--- src/rtl/tuv_pkg.sv ---
// ----------------------------------------------------------------------------
// tuv_pkg: shared types, widths and helpers for the triangle tangent block
// Holds the vertex record, the sequencer state codes, the control and status
// bundles between the sequencer and its arithmetic units, and the output
// saturation.
// ----------------------------------------------------------------------------
package tuv_pkg;

  // field widths of the request and result
  localparam int POS_W  = 32;
  localparam int UV_W   = 16;
  localparam int TAN_W  = 32;

  // datapath widths
  localparam int DU_W   = UV_W + 1;        // uv delta
  localparam int E_W    = POS_W + 1;       // position edge
  localparam int PROD_W = DU_W + E_W;      // one product of the mac
  localparam int ACC_W  = PROD_W + 1;      // difference of two products
  localparam int AN_W   = ACC_W;           // numerator magnitude
  localparam int AD_W   = 35;              // determinant magnitude
  localparam int QW     = TAN_W;           // quotient bits produced per divide
  localparam int CNT_W  = $clog2(QW);

  // corners held before the closing one
  localparam logic [1:0] CORNERS_OPEN = 2'd2;
  localparam logic [1:0] LAST_COMP    = 2'd2;

  localparam logic [TAN_W-1:0] SAT_POS = {1'b0, {(TAN_W-1){1'b1}}};
  localparam logic [TAN_W-1:0] SAT_NEG = {1'b1, {(TAN_W-1){1'b0}}};

  typedef struct packed {
    logic signed [POS_W-1:0] pos_x;
    logic signed [POS_W-1:0] pos_y;
    logic signed [POS_W-1:0] pos_z;
    logic signed [UV_W-1:0]  tex_u;
    logic signed [UV_W-1:0]  tex_v;
  } vtx_t;

  typedef enum logic [3:0] {
    ST_IDLE,
    ST_DIFF,
    ST_DET1,
    ST_DET2,
    ST_DET3,
    ST_DETABS,
    ST_DETCHK,
    ST_E1,
    ST_E2,
    ST_M2,
    ST_NUMS,
    ST_ABS,
    ST_PREP,
    ST_DIV,
    ST_STORE,
    ST_OUT
  } st_e;

  typedef enum logic [1:0] {
    ACC_HOLD,
    ACC_LOAD,
    ACC_SUB,
    ACC_ABS
  } acc_op_e;

  typedef struct packed {
    logic    mul_en;
    acc_op_e acc_op;
  } mac_ctl_t;

  typedef struct packed {
    logic busy;
    logic ovf;
  } div_sts_t;

  // position component of a vertex, by component index
  function automatic logic signed [POS_W-1:0] pos_sel(input vtx_t v, input logic [1:0] k);
    logic signed [POS_W-1:0] p;
    unique case (k)
      2'd0:    p = v.pos_x;
      2'd1:    p = v.pos_y;
      default: p = v.pos_z;
    endcase
    return p;
  endfunction

  // signed, saturated tangent component from quotient magnitude
  function automatic logic [TAN_W-1:0] sat_tan(input logic [QW-1:0] q, input logic ovf,
                                               input logic neg);
    logic [TAN_W-1:0] r;
    priority if (ovf) begin
      r = neg ? SAT_NEG : SAT_POS;
    end else if (neg) begin
      r = (q > SAT_NEG) ? SAT_NEG : TAN_W'(~q + 1'b1);
    end else begin
      r = q[QW-1] ? SAT_POS : q;
    end
    return r;
  endfunction

endpackage

--- src/rtl/tuv_if.sv ---
// ----------------------------------------------------------------------------
// tuv_if: valid/ready channels of the triangle tangent block
// One channel carries vertices in, the other carries tangents out.
// ----------------------------------------------------------------------------
interface tuv_vtx_if;
  import tuv_pkg::*;

  logic                    valid;
  logic                    ready;
  logic signed [POS_W-1:0] pos_x;
  logic signed [POS_W-1:0] pos_y;
  logic signed [POS_W-1:0] pos_z;
  logic signed [UV_W-1:0]  tex_u;
  logic signed [UV_W-1:0]  tex_v;

  modport source (output valid, pos_x, pos_y, pos_z, tex_u, tex_v, input ready);
  modport sink   (input valid, pos_x, pos_y, pos_z, tex_u, tex_v, output ready);
endinterface

interface tuv_tan_if;
  import tuv_pkg::*;

  logic                    valid;
  logic                    ready;
  logic signed [TAN_W-1:0] tangent_x;
  logic signed [TAN_W-1:0] tangent_y;
  logic signed [TAN_W-1:0] tangent_z;
  logic                    degenerate;

  modport source (output valid, tangent_x, tangent_y, tangent_z, degenerate, input ready);
  modport sink   (input valid, tangent_x, tangent_y, tangent_z, degenerate, output ready);
endinterface

--- src/rtl/tuv_mac.sv ---
// ----------------------------------------------------------------------------
// tuv_mac: shared multiply-accumulate unit
// A registered 17x33 signed multiplier feeding an accumulator that can load,
// subtract or take the magnitude. Used for the determinant and numerators.
// ----------------------------------------------------------------------------
module tuv_mac (
  input  logic                            clk_i,
  input  tuv_pkg::mac_ctl_t               ctl_i,
  input  logic signed [tuv_pkg::DU_W-1:0] op_a_i,
  input  logic signed [tuv_pkg::E_W-1:0]  op_b_i,
  output logic signed [tuv_pkg::ACC_W-1:0] acc_o
);
  import tuv_pkg::*;

  logic signed [PROD_W-1:0] prod;
  logic signed [PROD_W-1:0] prod_q;
  logic signed [ACC_W-1:0]  acc_q;
  logic signed [ACC_W-1:0]  acc_d;

  // product of the two operands
  assign prod = PROD_W'(op_a_i) * PROD_W'(op_b_i);

  // accumulator update
  always_comb begin
    unique case (ctl_i.acc_op)
      ACC_LOAD: acc_d = ACC_W'(prod_q);
      ACC_SUB:  acc_d = acc_q - ACC_W'(prod_q);
      ACC_ABS:  acc_d = acc_q[ACC_W-1] ? -acc_q : acc_q;
      default:  acc_d = acc_q;
    endcase
  end

  always_ff @(posedge clk_i) begin
    if (ctl_i.mul_en) begin
      prod_q <= prod;
    end
    acc_q <= acc_d;
  end

  assign acc_o = acc_q;

endmodule

--- src/rtl/tuv_div.sv ---
// ----------------------------------------------------------------------------
// tuv_div: radix-2 restoring divider for the scaled quotient
// Divides the numerator magnitude, scaled up by the uv fraction bits, by the
// determinant magnitude. Checks for a quotient beyond 32 bits on start, then,
// unless it overflows, produces one quotient bit per cycle.
// ----------------------------------------------------------------------------
module tuv_div #(
  parameter int UV_FRAC_BITS = 12
) (
  input  logic                        clk_i,
  input  logic                        rst_ni,
  input  logic                        start_i,
  input  logic [tuv_pkg::AN_W-1:0]    an_i,
  input  logic [tuv_pkg::AD_W-1:0]    ad_i,
  output tuv_pkg::div_sts_t           sts_o,
  output logic [tuv_pkg::QW-1:0]      quo_o
);
  import tuv_pkg::*;

  localparam int DW    = AN_W + UV_FRAC_BITS;
  localparam int HI_W  = DW - QW;
  localparam int CMP_W = (HI_W > AD_W) ? HI_W : AD_W;

  logic [DW-1:0]    dvd;
  logic [HI_W-1:0]  hi;
  logic             ovf;
  logic [AD_W:0]    trial;
  logic             ge;
  logic [AD_W-1:0]  rem_q;
  logic [QW-1:0]    quo_q;
  logic [CNT_W-1:0] cnt_q;
  logic             busy_q;
  logic             ovf_q;

  // scaled dividend and the overflow check on its upper part
  assign dvd = {an_i, {UV_FRAC_BITS{1'b0}}};
  assign hi  = dvd[DW-1:QW];
  assign ovf = CMP_W'(hi) >= CMP_W'(ad_i);

  // one compare-subtract step
  assign trial = {rem_q, quo_q[QW-1]};
  assign ge    = trial >= {1'b0, ad_i};

  // step control
  always_ff @(posedge clk_i or negedge rst_ni) begin
    if (!rst_ni) begin
      busy_q <= 1'b0;
      cnt_q  <= '0;
      ovf_q  <= 1'b0;
    end else if (start_i) begin
      busy_q <= !ovf;
      cnt_q  <= '0;
      ovf_q  <= ovf;
    end else if (busy_q) begin
      cnt_q <= cnt_q + 1'b1;
      if (cnt_q == CNT_W'(QW - 1)) begin
        busy_q <= 1'b0;
      end
    end
  end

  // partial remainder and dividend/quotient shift register
  always_ff @(posedge clk_i) begin
    if (start_i) begin
      rem_q <= AD_W'(hi);
      quo_q <= dvd[QW-1:0];
    end else if (busy_q) begin
      rem_q <= ge ? AD_W'(trial - {1'b0, ad_i}) : trial[AD_W-1:0];
      quo_q <= {quo_q[QW-2:0], ge};
    end
  end

  assign sts_o.busy = busy_q;
  assign sts_o.ovf  = ovf_q;
  assign quo_o      = quo_q;

endmodule

--- src/rtl/triangle_tangent_from_uv_top.sv ---
// Per-triangle tangent from positions and texture coordinates. Vertices come
// in one request at a time; every third one closes a triangle and yields one
// tangent (Q16.16, saturated, truncated toward zero), or a zero tangent with
// the degenerate flag when the uv determinant is zero. The first two corners
// are only stored. The closing corner starts a sequence: the determinant on
// the shared 17x33 multiply-accumulate unit, then per component the edges,
// numerator and divider setup and the 32 steps of the radix-2 divider (a
// quotient beyond 32 bits skips the steps). A degenerate triangle goes from
// the determinant check straight to the output. A finished tangent waits in
// the output register while the next triangle is collected.
// ----------------------------------------------------------------------------
// triangle_tangent_from_uv_top: triangle tangent block, top level
// Holds the corners, sequences the shared mac and divider and registers the
// result.
// ----------------------------------------------------------------------------
module triangle_tangent_from_uv_top #(
  parameter int UV_FRAC_BITS = 12
) (
  input  logic             clk_i,
  input  logic             rst_ni,
  tuv_vtx_if.sink          vtx_i,
  tuv_tan_if.source        tan_o
);
  import tuv_pkg::*;

  st_e                     state_q, state_d;
  logic [1:0]              corner_q;
  logic [1:0]              comp_q;
  logic                    out_vld_q;

  vtx_t                    vtx_in;
  vtx_t                    held_q [2];
  vtx_t                    c_q;
  logic signed [DU_W-1:0]  d1u_q, d1v_q, d2u_q, d2v_q;
  logic signed [E_W-1:0]   e_q;
  logic signed [POS_W-1:0] e_lhs;
  logic [AD_W-1:0]         ad_q;
  logic                    det_neg_q, det_zero_q, neg_q;
  logic [TAN_W-1:0]        res_q [3];
  logic [TAN_W-1:0]        out_x_q, out_y_q, out_z_q;
  logic                    out_deg_q;

  // sequencer controls
  logic                    vtx_take;
  logic                    diff_en, e_en, e_sel_c, det_en, ad_en, neg_en;
  logic                    comp_clr, res_en, out_load;
  logic                    div_start;
  mac_ctl_t                mac_ctl;
  logic signed [DU_W-1:0]  op_a;
  logic signed [E_W-1:0]   op_b;
  logic signed [ACC_W-1:0] acc;
  div_sts_t                div_sts;
  logic [QW-1:0]           quo;

  assign vtx_in = '{pos_x: vtx_i.pos_x, pos_y: vtx_i.pos_y, pos_z: vtx_i.pos_z,
                    tex_u: vtx_i.tex_u, tex_v: vtx_i.tex_v};

  assign vtx_i.ready = (state_q == ST_IDLE);
  assign vtx_take    = vtx_i.valid && vtx_i.ready;

  // shared arithmetic units
  tuv_mac u_mac (
    .clk_i  (clk_i),
    .ctl_i  (mac_ctl),
    .op_a_i (op_a),
    .op_b_i (op_b),
    .acc_o  (acc)
  );

  tuv_div #(
    .UV_FRAC_BITS (UV_FRAC_BITS)
  ) u_div (
    .clk_i   (clk_i),
    .rst_ni  (rst_ni),
    .start_i (div_start),
    .an_i    (acc[AN_W-1:0]),
    .ad_i    (ad_q),
    .sts_o   (div_sts),
    .quo_o   (quo)
  );

  // next state and unit controls
  always_comb begin
    state_d   = state_q;
    diff_en   = 1'b0;
    e_en      = 1'b0;
    e_sel_c   = 1'b0;
    det_en    = 1'b0;
    ad_en     = 1'b0;
    neg_en    = 1'b0;
    comp_clr  = 1'b0;
    res_en    = 1'b0;
    out_load  = 1'b0;
    div_start = 1'b0;
    mac_ctl   = '{mul_en: 1'b0, acc_op: ACC_HOLD};
    op_a      = d2v_q;
    op_b      = e_q;
    unique case (state_q)
      ST_IDLE: begin
        if (vtx_take && corner_q == CORNERS_OPEN) begin
          state_d = ST_DIFF;
        end
      end
      ST_DIFF: begin
        diff_en = 1'b1;
        state_d = ST_DET1;
      end
      ST_DET1: begin
        op_a           = d1u_q;
        op_b           = E_W'(d2v_q);
        mac_ctl.mul_en = 1'b1;
        state_d        = ST_DET2;
      end
      ST_DET2: begin
        op_a           = d2u_q;
        op_b           = E_W'(d1v_q);
        mac_ctl.mul_en = 1'b1;
        mac_ctl.acc_op = ACC_LOAD;
        state_d        = ST_DET3;
      end
      ST_DET3: begin
        mac_ctl.acc_op = ACC_SUB;
        state_d        = ST_DETABS;
      end
      ST_DETABS: begin
        mac_ctl.acc_op = ACC_ABS;
        det_en         = 1'b1;
        state_d        = ST_DETCHK;
      end
      ST_DETCHK: begin
        ad_en    = 1'b1;
        comp_clr = 1'b1;
        state_d  = det_zero_q ? ST_OUT : ST_E1;
      end
      ST_E1: begin
        e_en    = 1'b1;
        state_d = ST_E2;
      end
      ST_E2: begin
        op_a           = d2v_q;
        op_b           = e_q;
        mac_ctl.mul_en = 1'b1;
        e_en           = 1'b1;
        e_sel_c        = 1'b1;
        state_d        = ST_M2;
      end
      ST_M2: begin
        op_a           = d1v_q;
        op_b           = e_q;
        mac_ctl.mul_en = 1'b1;
        mac_ctl.acc_op = ACC_LOAD;
        state_d        = ST_NUMS;
      end
      ST_NUMS: begin
        mac_ctl.acc_op = ACC_SUB;
        state_d        = ST_ABS;
      end
      ST_ABS: begin
        mac_ctl.acc_op = ACC_ABS;
        neg_en         = 1'b1;
        state_d        = ST_PREP;
      end
      ST_PREP: begin
        div_start = 1'b1;
        state_d   = ST_DIV;
      end
      ST_DIV: begin
        if (!div_sts.busy) begin
          state_d = ST_STORE;
        end
      end
      ST_STORE: begin
        res_en  = 1'b1;
        state_d = (comp_q == LAST_COMP) ? ST_OUT : ST_E1;
      end
      ST_OUT: begin
        if (!out_vld_q || tan_o.ready) begin
          out_load = 1'b1;
          state_d  = ST_IDLE;
        end
      end
      default: state_d = ST_IDLE;
    endcase
  end

  // control registers
  always_ff @(posedge clk_i or negedge rst_ni) begin
    if (!rst_ni) begin
      state_q   <= ST_IDLE;
      corner_q  <= '0;
      comp_q    <= '0;
      out_vld_q <= 1'b0;
    end else begin
      state_q <= state_d;
      if (vtx_take) begin
        corner_q <= (corner_q == CORNERS_OPEN) ? 2'd0 : corner_q + 1'b1;
      end
      if (comp_clr) begin
        comp_q <= '0;
      end else if (res_en) begin
        comp_q <= comp_q + 1'b1;
      end
      if (out_load) begin
        out_vld_q <= 1'b1;
      end else if (tan_o.ready) begin
        out_vld_q <= 1'b0;
      end
    end
  end

  // edge operand from the shared subtractor
  assign e_lhs = e_sel_c ? pos_sel(c_q, comp_q) : pos_sel(held_q[1], comp_q);

  // corner store, deltas, edges and result registers
  always_ff @(posedge clk_i) begin
    if (vtx_take) begin
      if (corner_q == CORNERS_OPEN) begin
        c_q <= vtx_in;
      end else begin
        held_q[corner_q[0]] <= vtx_in;
      end
    end
    if (diff_en) begin
      d1u_q <= DU_W'(held_q[1].tex_u) - DU_W'(held_q[0].tex_u);
      d1v_q <= DU_W'(held_q[1].tex_v) - DU_W'(held_q[0].tex_v);
      d2u_q <= DU_W'(c_q.tex_u) - DU_W'(held_q[0].tex_u);
      d2v_q <= DU_W'(c_q.tex_v) - DU_W'(held_q[0].tex_v);
    end
    if (e_en) begin
      e_q <= E_W'(e_lhs) - E_W'(pos_sel(held_q[0], comp_q));
    end
    if (det_en) begin
      det_neg_q  <= acc[ACC_W-1];
      det_zero_q <= (acc == '0);
    end
    if (ad_en) begin
      ad_q <= acc[AD_W-1:0];
    end
    if (neg_en) begin
      neg_q <= acc[ACC_W-1] ^ det_neg_q;
    end
    if (res_en) begin
      unique case (comp_q)
        2'd0:    res_q[0] <= sat_tan(quo, div_sts.ovf, neg_q);
        2'd1:    res_q[1] <= sat_tan(quo, div_sts.ovf, neg_q);
        default: res_q[2] <= sat_tan(quo, div_sts.ovf, neg_q);
      endcase
    end
    if (out_load) begin
      out_x_q   <= det_zero_q ? '0 : res_q[0];
      out_y_q   <= det_zero_q ? '0 : res_q[1];
      out_z_q   <= det_zero_q ? '0 : res_q[2];
      out_deg_q <= det_zero_q;
    end
  end

  assign tan_o.valid      = out_vld_q;
  assign tan_o.tangent_x  = out_x_q;
  assign tan_o.tangent_y  = out_y_q;
  assign tan_o.tangent_z  = out_z_q;
  assign tan_o.degenerate = out_deg_q;

`ifndef ASSERT_OFF
  // a result only appears out of the output state
  a_out_from_seq: assert property (@(posedge clk_i) disable iff (!rst_ni)
    $rose(out_vld_q) |-> $past(state_q == ST_OUT))
    else $error("result raised outside the output state");

  // degenerate triangles give a zero tangent
  a_deg_zero: assert property (@(posedge clk_i) disable iff (!rst_ni)
    out_vld_q && out_deg_q |-> (out_x_q == '0 && out_y_q == '0 && out_z_q == '0))
    else $error("degenerate result with non-zero tangent");

  // divider is never restarted mid-division
  a_div_start: assert property (@(posedge clk_i) disable iff (!rst_ni)
    div_start |-> !div_sts.busy)
    else $error("divider started while busy");

  // divisor holds while the divider steps
  a_div_ad_stable: assert property (@(posedge clk_i) disable iff (!rst_ni)
    div_sts.busy |=> $stable(ad_q))
    else $error("divisor changed during division");
`endif

endmodule

--- src/flat_wrapper.sv ---
// flat-port wrapper written by rule: the top's interface ports become plain ports
module triangle_tangent_from_uv_top_flat import tuv_pkg::*;
#(
  parameter int UV_FRAC_BITS = 12
)
  (clk_i, rst_ni, vtx_i_valid, vtx_i_pos_x, vtx_i_pos_y, vtx_i_pos_z, vtx_i_tex_u, vtx_i_tex_v, vtx_i_ready, tan_o_valid, tan_o_tangent_x, tan_o_tangent_y, tan_o_tangent_z, tan_o_degenerate, tan_o_ready);
  tuv_vtx_if vtx_i_i ();
  tuv_tan_if tan_o_i ();
  input  logic clk_i;
  input  logic rst_ni;
  input wire logic [$bits(vtx_i_i.valid)-1:0] vtx_i_valid;
  input wire logic [$bits(vtx_i_i.pos_x)-1:0] vtx_i_pos_x;
  input wire logic [$bits(vtx_i_i.pos_y)-1:0] vtx_i_pos_y;
  input wire logic [$bits(vtx_i_i.pos_z)-1:0] vtx_i_pos_z;
  input wire logic [$bits(vtx_i_i.tex_u)-1:0] vtx_i_tex_u;
  input wire logic [$bits(vtx_i_i.tex_v)-1:0] vtx_i_tex_v;
  output wire logic [$bits(vtx_i_i.ready)-1:0] vtx_i_ready;
  output wire logic [$bits(tan_o_i.valid)-1:0] tan_o_valid;
  output wire logic [$bits(tan_o_i.tangent_x)-1:0] tan_o_tangent_x;
  output wire logic [$bits(tan_o_i.tangent_y)-1:0] tan_o_tangent_y;
  output wire logic [$bits(tan_o_i.tangent_z)-1:0] tan_o_tangent_z;
  output wire logic [$bits(tan_o_i.degenerate)-1:0] tan_o_degenerate;
  input wire logic [$bits(tan_o_i.ready)-1:0] tan_o_ready;
  assign vtx_i_i.valid = vtx_i_valid;
  assign vtx_i_i.pos_x = vtx_i_pos_x;
  assign vtx_i_i.pos_y = vtx_i_pos_y;
  assign vtx_i_i.pos_z = vtx_i_pos_z;
  assign vtx_i_i.tex_u = vtx_i_tex_u;
  assign vtx_i_i.tex_v = vtx_i_tex_v;
  assign vtx_i_ready = vtx_i_i.ready;
  assign tan_o_valid = tan_o_i.valid;
  assign tan_o_tangent_x = tan_o_i.tangent_x;
  assign tan_o_tangent_y = tan_o_i.tangent_y;
  assign tan_o_tangent_z = tan_o_i.tangent_z;
  assign tan_o_degenerate = tan_o_i.degenerate;
  assign tan_o_i.ready = tan_o_ready;
  triangle_tangent_from_uv_top #(.UV_FRAC_BITS(UV_FRAC_BITS)) u_core (.clk_i(clk_i), .rst_ni(rst_ni), .vtx_i(vtx_i_i), .tan_o(tan_o_i));
endmodule
--- config.mk ---
export PLATFORM = sky130hd
export DESIGN_NAME = triangle_tangent_from_uv_top_flat
export DESIGN_NICKNAME = d
export VERILOG_FILES = /design/src/rtl/tuv_pkg.sv /design/src/rtl/tuv_if.sv /design/src/rtl/tuv_mac.sv /design/src/rtl/tuv_div.sv /design/src/rtl/triangle_tangent_from_uv_top.sv /design/src/flat_wrapper.sv
export SDC_FILE = /design/constraint.sdc
export NUM_CORES = 2
export LEC_CHECK = 0
export ABC_CLOCK_PERIOD_IN_PS = 15380
export BUFFER_PORTS_ARGS = -buffer_cell sky130_fd_sc_hd__buf_2
export CAP_MARGIN = 20
export CORE_MARGIN = 2
export CORE_UTILIZATION = 42
export DETAILED_ROUTE_END_ITERATION = 7
export GPL_ROUTABILITY_DRIVEN = 0
export PLACE_DENSITY = 0.69
export REMOVE_ABC_BUFFERS = 1
export SLEW_MARGIN = 5
export SYNTH_ARGS = -nofsm -noshare
export SYNTH_HDL_FRONTEND = slang
export SYNTH_HIERARCHICAL = 1
export SYNTH_SLANG_ARGS = --single-unit
--- constraint.sdc ---
create_clock -name clk_i -period 15.38 [get_ports clk_i]
set_input_delay 3.076 -clock clk_i [delete_from_list [all_inputs] [get_ports clk_i]]
set_output_delay 3.076 -clock clk_i [all_outputs]
set_load 0.1 [all_outputs]
# Word-level counts from Yosys, hierarchy flattened
# Memory sizes are Yosys's and may differ from the RTL's. A register that Yosys moved wholly into a read port is not among the register bits.
# Cells that the tools add are included.
totals:
  ram_bits: 352
  wordCells: 169
  ff_bits: 452
  input_bits: 132
  out_inout_bits: 99
  memories: 2
mem_list:
  columns: ["memory", "depth", "word_bits", "rd", "rd_ports_with_merged_regs", "write_ports", "line_no", "text"]
  rows:
  - ["u_core.held_q", 2, 128, 2, 0, 1, "triangle_tangent_from_uv_top.sv:32", "vtx_t held_q [2];"]
  - ["u_core.res_q", 3, 32, 3, 3, 1, "triangle_tangent_from_uv_top.sv:39", "logic [TAN_W-1:0] res_q [3];"]
classes:
  mul: 1
  n_reduce_logical: 23
  add_sub_neg: 12
  eq_ne: 26
  order_cmp: 3
  muxes: 71
  n_bitwise: 2
op_table:
  columns: ["operator", "count"]
  rows:
  - ["two-way mux 32 bit", 16]
  - ["one-hot mux 32 bit (2 select lines)", 3]
  - ["one-hot mux 51 bit (3 select lines)", 1]
  - ["two-way mux 31 bit", 3]
  - ["subtractor 16 x 16 -> 17 bit", 4]
  - ["one-hot mux 33 bit (2 select lines)", 1]
  - ["one-hot mux 4 bit (16 select lines)", 1]
  - ["OR reduction 32 bit", 2]
  - ["logical NOT 51 bit", 1]
  - ["two-way mux 51 bit", 1]
  - ["negation 51 bit", 1]
  - ["one-hot mux 17 bit (3 select lines)", 1]
  - ["subtractor 51 x 50 -> 51 bit", 1]
  - ["multiplier 17 x 33 -> 50 bit", 1]
  - [">= comparator 36 x 35 -> 1 bit", 1]
  - [">= comparator 31 x 35 -> 1 bit", 1]
  - ["two-way mux 35 bit", 1]
  - ["subtractor 35 bit", 1]
  - ["subtractor 32 x 32 -> 33 bit", 1]
  - ["adder 32 x 1 -> 32 bit, second input constant", 1]
  - ["== test 4 bit, second input constant", 8]
  - ["> comparator 32 bit, second input constant", 1]
  - ["NOT 32 bit", 1]
  - ["two-way mux 1 bit", 30]
  - ["other kinds (26)", 55]

# Depth between registers and ports, before layout
logic_depth:
  ltp_word: 9
  ltp_mapped: 32

# Cells and area by module
# The synthesis kept the hierarchy.
modules_own_cells:
  columns: ["module", "cells_each", "instances", "seq_area_each_um2", "area_each_um2"]
  rows:
  - ["triangle_tangent_from_uv_top", 2161, 1, 21725.8, 30848.3]
  - ["tuv_mac", 2979, 1, 3032.9, 26862.0]
  - ["tuv_div", 654, 1, 2026.9, 5970.7]

# Least setup slack after synthesis
# OpenSTA, ideal clock, no wires.
synth_timing:
  path_type: "register to register"
  from: "register u_core.state_q[0]"
  to: "register u_core/c_q[0] in the netlist's numbering, enable pin"
  t_arrival_ps: 13537
  stages_incl_launch_ff: 5
  path_slack_ps: 1042
  path_buffers: 1
  setup_ps: 801
  period_less_slack_ps: 14338
  cell_sequence: "dfrtp_1 clkbuf_1 nor4_1 nand2_1 nor3b_1"
synth_via:
  elab_chain_cells: 3
synth_lines:
  columns: ["item", "line_no", "text"]
  rows:
  - ["start: declaration", "triangle_tangent_from_uv_top.sv:26", "st_e state_q, state_d;"]
  - ["start signal: assignment", "triangle_tangent_from_uv_top.sv:194", "state_q <= state_d;"]
  - ["logical NOT 4 bit", "triangle_tangent_from_uv_top.sv:58", "assign vtx_i.ready = (state_q == ST_IDLE);"]
  - ["net vtx_i_ready", "flat_wrapper.sv:17", "output wire logic [$bits(vtx_i_i.ready)-1:0] vtx_i_ready;"]
  - ["logical AND 1 bit", "triangle_tangent_from_uv_top.sv:59", "assign vtx_take = vtx_i.valid && vtx_i.ready;"]
  - ["AND reduction 2 bit (no line)", null, null]
  - ["end signal: assignment", "triangle_tangent_from_uv_top.sv:218", "c_q <= vtx_in;"]
  - ["end: declaration", "triangle_tangent_from_uv_top.sv:33", "vtx_t c_q;"]
# The timed path passes the listed nets, and every way through them passes these cells.
# A chain may end at the register's enable or synchronous reset.

# Worst setup path after layout
layout_timing:
  from: "register u_core.state_q[1]"
  to: "register u_core.u_mac.prod_q[47], data pin"
layout_via:
  elab_chain_cells: 3
  elab_cells_between_ends: 6
layout_lines:
  columns: ["item", "line_no", "text"]
  rows:
  - ["== test 4 bit / == test 4 x 2 -> 1 bit (equally long branches)", "triangle_tangent_from_uv_top.sv:98", "unique case (state_q)"]
  - ["one-hot mux 17 bit (3 select lines) (*)", "triangle_tangent_from_uv_top.sv:98", null]
  - ["net u_core.op_a[16]", "triangle_tangent_from_uv_top.sv:49", "logic signed [DU_W-1:0] op_a;"]
  - ["multiplier 17 x 33 -> 50 bit (*)", "tuv_mac.sv:21", "assign prod = PROD_W'(op_a_i) * PROD_W'(op_b_i);"]
  - ["net u_core.u_mac.prod[47]", "tuv_mac.sv:15", "logic signed [PROD_W-1:0] prod;"]
  - ["end signal: assignment", "tuv_mac.sv:35", "prod_q <= prod;"]
  - ["end: declaration", "tuv_mac.sv:16", "logic signed [PROD_W-1:0] prod_q;"]
# Mark *: on every way through the listed nets, which the timed path passes. The rest lies on a longest branch.

==> metrics.csv <==
metric;value;unit
first-pass GRT wire length;238000;microns
failing checks;DRC;
Post-Syn Area;0.0637;sq mm
status;finished, violations left;
worst hold path class;register to register;
final setup fails;0;
CTS tree;done;
clk_lat worst skew;0.74;ns
max cap viols;0;
TNS Setup;0;ns
layout cells sized above 1;8.13;%
most used cell, CP;fa_1;
hold-fix buffers at CTS;0;
#FFs+latches synth;900;
Avg Vias per Cell;5.36;
Post-synth EDFFs;868;
Cell variety after synth;89;
Worst-path clk slew;0.06;ns
Max Slew Vio Count;0;
Max Fanout on Critical Path;34;
post-CTS setup repair buffer count;0;
Worst Tran Pin Value;1.11;ns
vias;43065;
Layout area overhead;10.3;%
Final #Nets;6947;
initial antenna violation count;4;
Worst EP arrival;10.02;ns
ANT nets after route;0;
min Tclk post-route;9.56;ns
Yosys warning count;6;
total routed wirelength;147000;microns
largest net degree at the start of global routing;130;
Port Buffers;230;
Critical Path RT;15.84;ns
total gr overflow;0;
Root Driver;clkbuf_16;
row count;142;
Fill cells;13563;
routed length per instance;18.3;microns
WP buf/inv;4;
slowest CP cell;clkinv_1;
RSZ-0062 raised after global routing;false;
H-tree depth;3;
die area;0.155;sq mm
DRC errors left;7;
Clock Skews;0.0601;ns
Seq/Total Area, Yosys;42.1;%
Die Wd;393;microns
Mapped Cells;5794;
Detailed Place HPWL;108000;microns
Final Hold Viols;0;
CP startpoint kind;register;
io pins;231;
vias in the first global route;44018;
crit-path max cell delay;0.96;ns
Synth Flop Type;edfxtp_1;
ys async rst share;1.78;%
kind of critical path;register to register;
Mean Syn Cell Area;11.0;sq um
Final period util;62.1;%
starting density of the core;42.4;%
Tot GR Track Use;18.9;%
cell family with most CP delay;adder cells;
crit end category;register;
core area;0.150;sq mm
clk buf depth;3;
DRT iter0 DRCs;3180;
first drt pass iteration count;8;
Inserted Clock Buffers;93;
number of sinks on the clock net;900;
Max Freq;0.105;GHz
Die Ht;393;microns
Slew headroom;26.1;%
# resized after CTS;0;
[cell usage in the layout (no fill, tap or decap), types with 20 or more instances in the layout]
cell type and n:
and3_1 20, clkbuf_16 93, nand2b_1 51, o21ai_1 32
nand3_1 60, o221ai_1 40, a21o_1 88, and2_1 261
o21ai_0 152, a211oi_1 53, nand4_1 30, nor4_1 23
a21boi_0 23, edfxtp_1 868, o22ai_1 40, inv_1 780
xnor2_1 151, a21oi_1 278, mux2i_1 49, nor3_1 53
buf_2 230, nor2b_1 137, clkinv_1 21, nand2_1 588
o21a_1 36, ha_1 334, a22o_1 82, nor3b_1 43
a221o_1 23, buf_4 47, fa_1 543, xor2_1 79
nor2_1 267, a22oi_1 38, a31oi_1 60
[registers in the layout (all words and copies together), names as in the netlist, 32 cells and up]
signal	count
u_core/u_div/quo_o	32
u_core/res_q	96
u_core/tan_o.tangent_x	32
u_core/ad_q	35
u_core/u_mac/prod_q	50
u_core/e_q	33
u_core/u_mac/acc_o	51
u_core/tan_o.tangent_z	32
u_core/c_q	128
u_core/held_q	256
u_core/u_div/rem_q	35
u_core/tan_o.tangent_y	32
[worst min-delay path: cells and delay by family (launching register included)]
kind	cells	cell delay, ns
DFF	1	0.35
AOI/OAI and AO/OA	2	0.13
[metrics by stage]
step / setup slack (ns) / area (sq um) / util (%) / std cells / hold slack, ns
after global routing: 5.31 / 70200 / 46.8 / 8028 / 0.545
after CTS: 5.94 / 70100 / 46.7 / 8025 / 0.522
after global placement: 6.14 / 66900 / 44.6 / 7850 / 0.496
after floorplan: 0.944 / 62700 / - / 5555 / 0.468
final: 5.82 / 70200 / 46.8 / 8029 / 0.516
after detailed placement: 6.03 / 67000 / 44.7 / 7854 / 0.507
[synth_stat cells, types with 30 or more instances]
cell type	number	share of area (%)
mux2i_1	50	0.79
a21o_1	88	1.0
clkbuf_1	212	1.2
nand2_1	588	3.5
nor3b_1	44	0.52
nand2b_1	51	0.50
a211oi_1	53	0.62
nor3_1	59	0.46
a22o_1	82	1.1
a22oi_1	38	0.45
and2_1	261	2.6
o21ai_0	152	1.2
fa_1	543	17
o21a_1	37	0.44
nand3_1	60	0.47
o221ai_1	40	0.55
xor2_1	79	1.1
nor2_1	271	1.6
ha_1	336	6.6
inv_1	781	4.6
a31oi_1	60	0.59
nor2b_1	137	1.3
o22ai_1	40	0.39
a21oi_1	278	2.2
o21ai_1	32	0.25
nand4_1	30	0.29
xnor2_1	151	2.1
edfxtp_1	868	41
[layer usage]
metal / GRT usage, % / share of wire, % / up-vias
met5: 0 / 0.021 / -
met4: 5.30 / 2.3 / 6
met3: 3.58 / 7.1 / 230
met2: 30.6 / 47 / 1433
met1: 25.9 / 44 / 21221
li1: - / - / 20175
[final timing paths]
path                                         from                 endpoint  slack [ns]  cells past startpoint
setup reg to reg                u_core/state_q[1]  u_core/u_mac/prod_q[47]        5.82                     26
setup / recovery                u_core/state_q[1]  u_core/u_mac/prod_q[47]        5.82                     26
min in group asynchronous                  rst_ni    u_core/u_div/cnt_q[2]        2.31                      1
hold reg to reg            u_core/u_div/rem_q[31]   u_core/u_div/rem_q[31]        0.52                      2
max in group asynchronous                  rst_ni       u_core/u_div/ovf_q       12.66                      1
hold / removal             u_core/u_div/rem_q[31]   u_core/u_div/rem_q[31]        0.52                      2
[cell families after synthesis]
family,count (synthesis),share of synthesized area [%]
buf+inv,1021,6.08
flops,900,42.1
fa+ha+maj,879,23.7
compound gates,1080,11.4
simple gates,1631,12.8
xor+xnor,230,3.16
mux,53,0.839
[final cells by class]
type | count | area [sq um] | share of cell area (%)
timing repair buffer | 286 | 1740 | 2.47
inverter | 782 | 2940 | 4.18
antenna | 1 | 2.50 | 0.00356
sequential | 900 | 26800 | 38.1
clock inverter | 61 | 706 | 1.00
multi-input combinational | 3873 | 33100 | 47.2
tap | 2016 | 2520 | 3.59
clock buffer | 110 | 2390 | 3.40
Power is left out: the tool's default activity adds up to more than one toggle a clock period on the data nets, which glitch-free logic cannot reach.
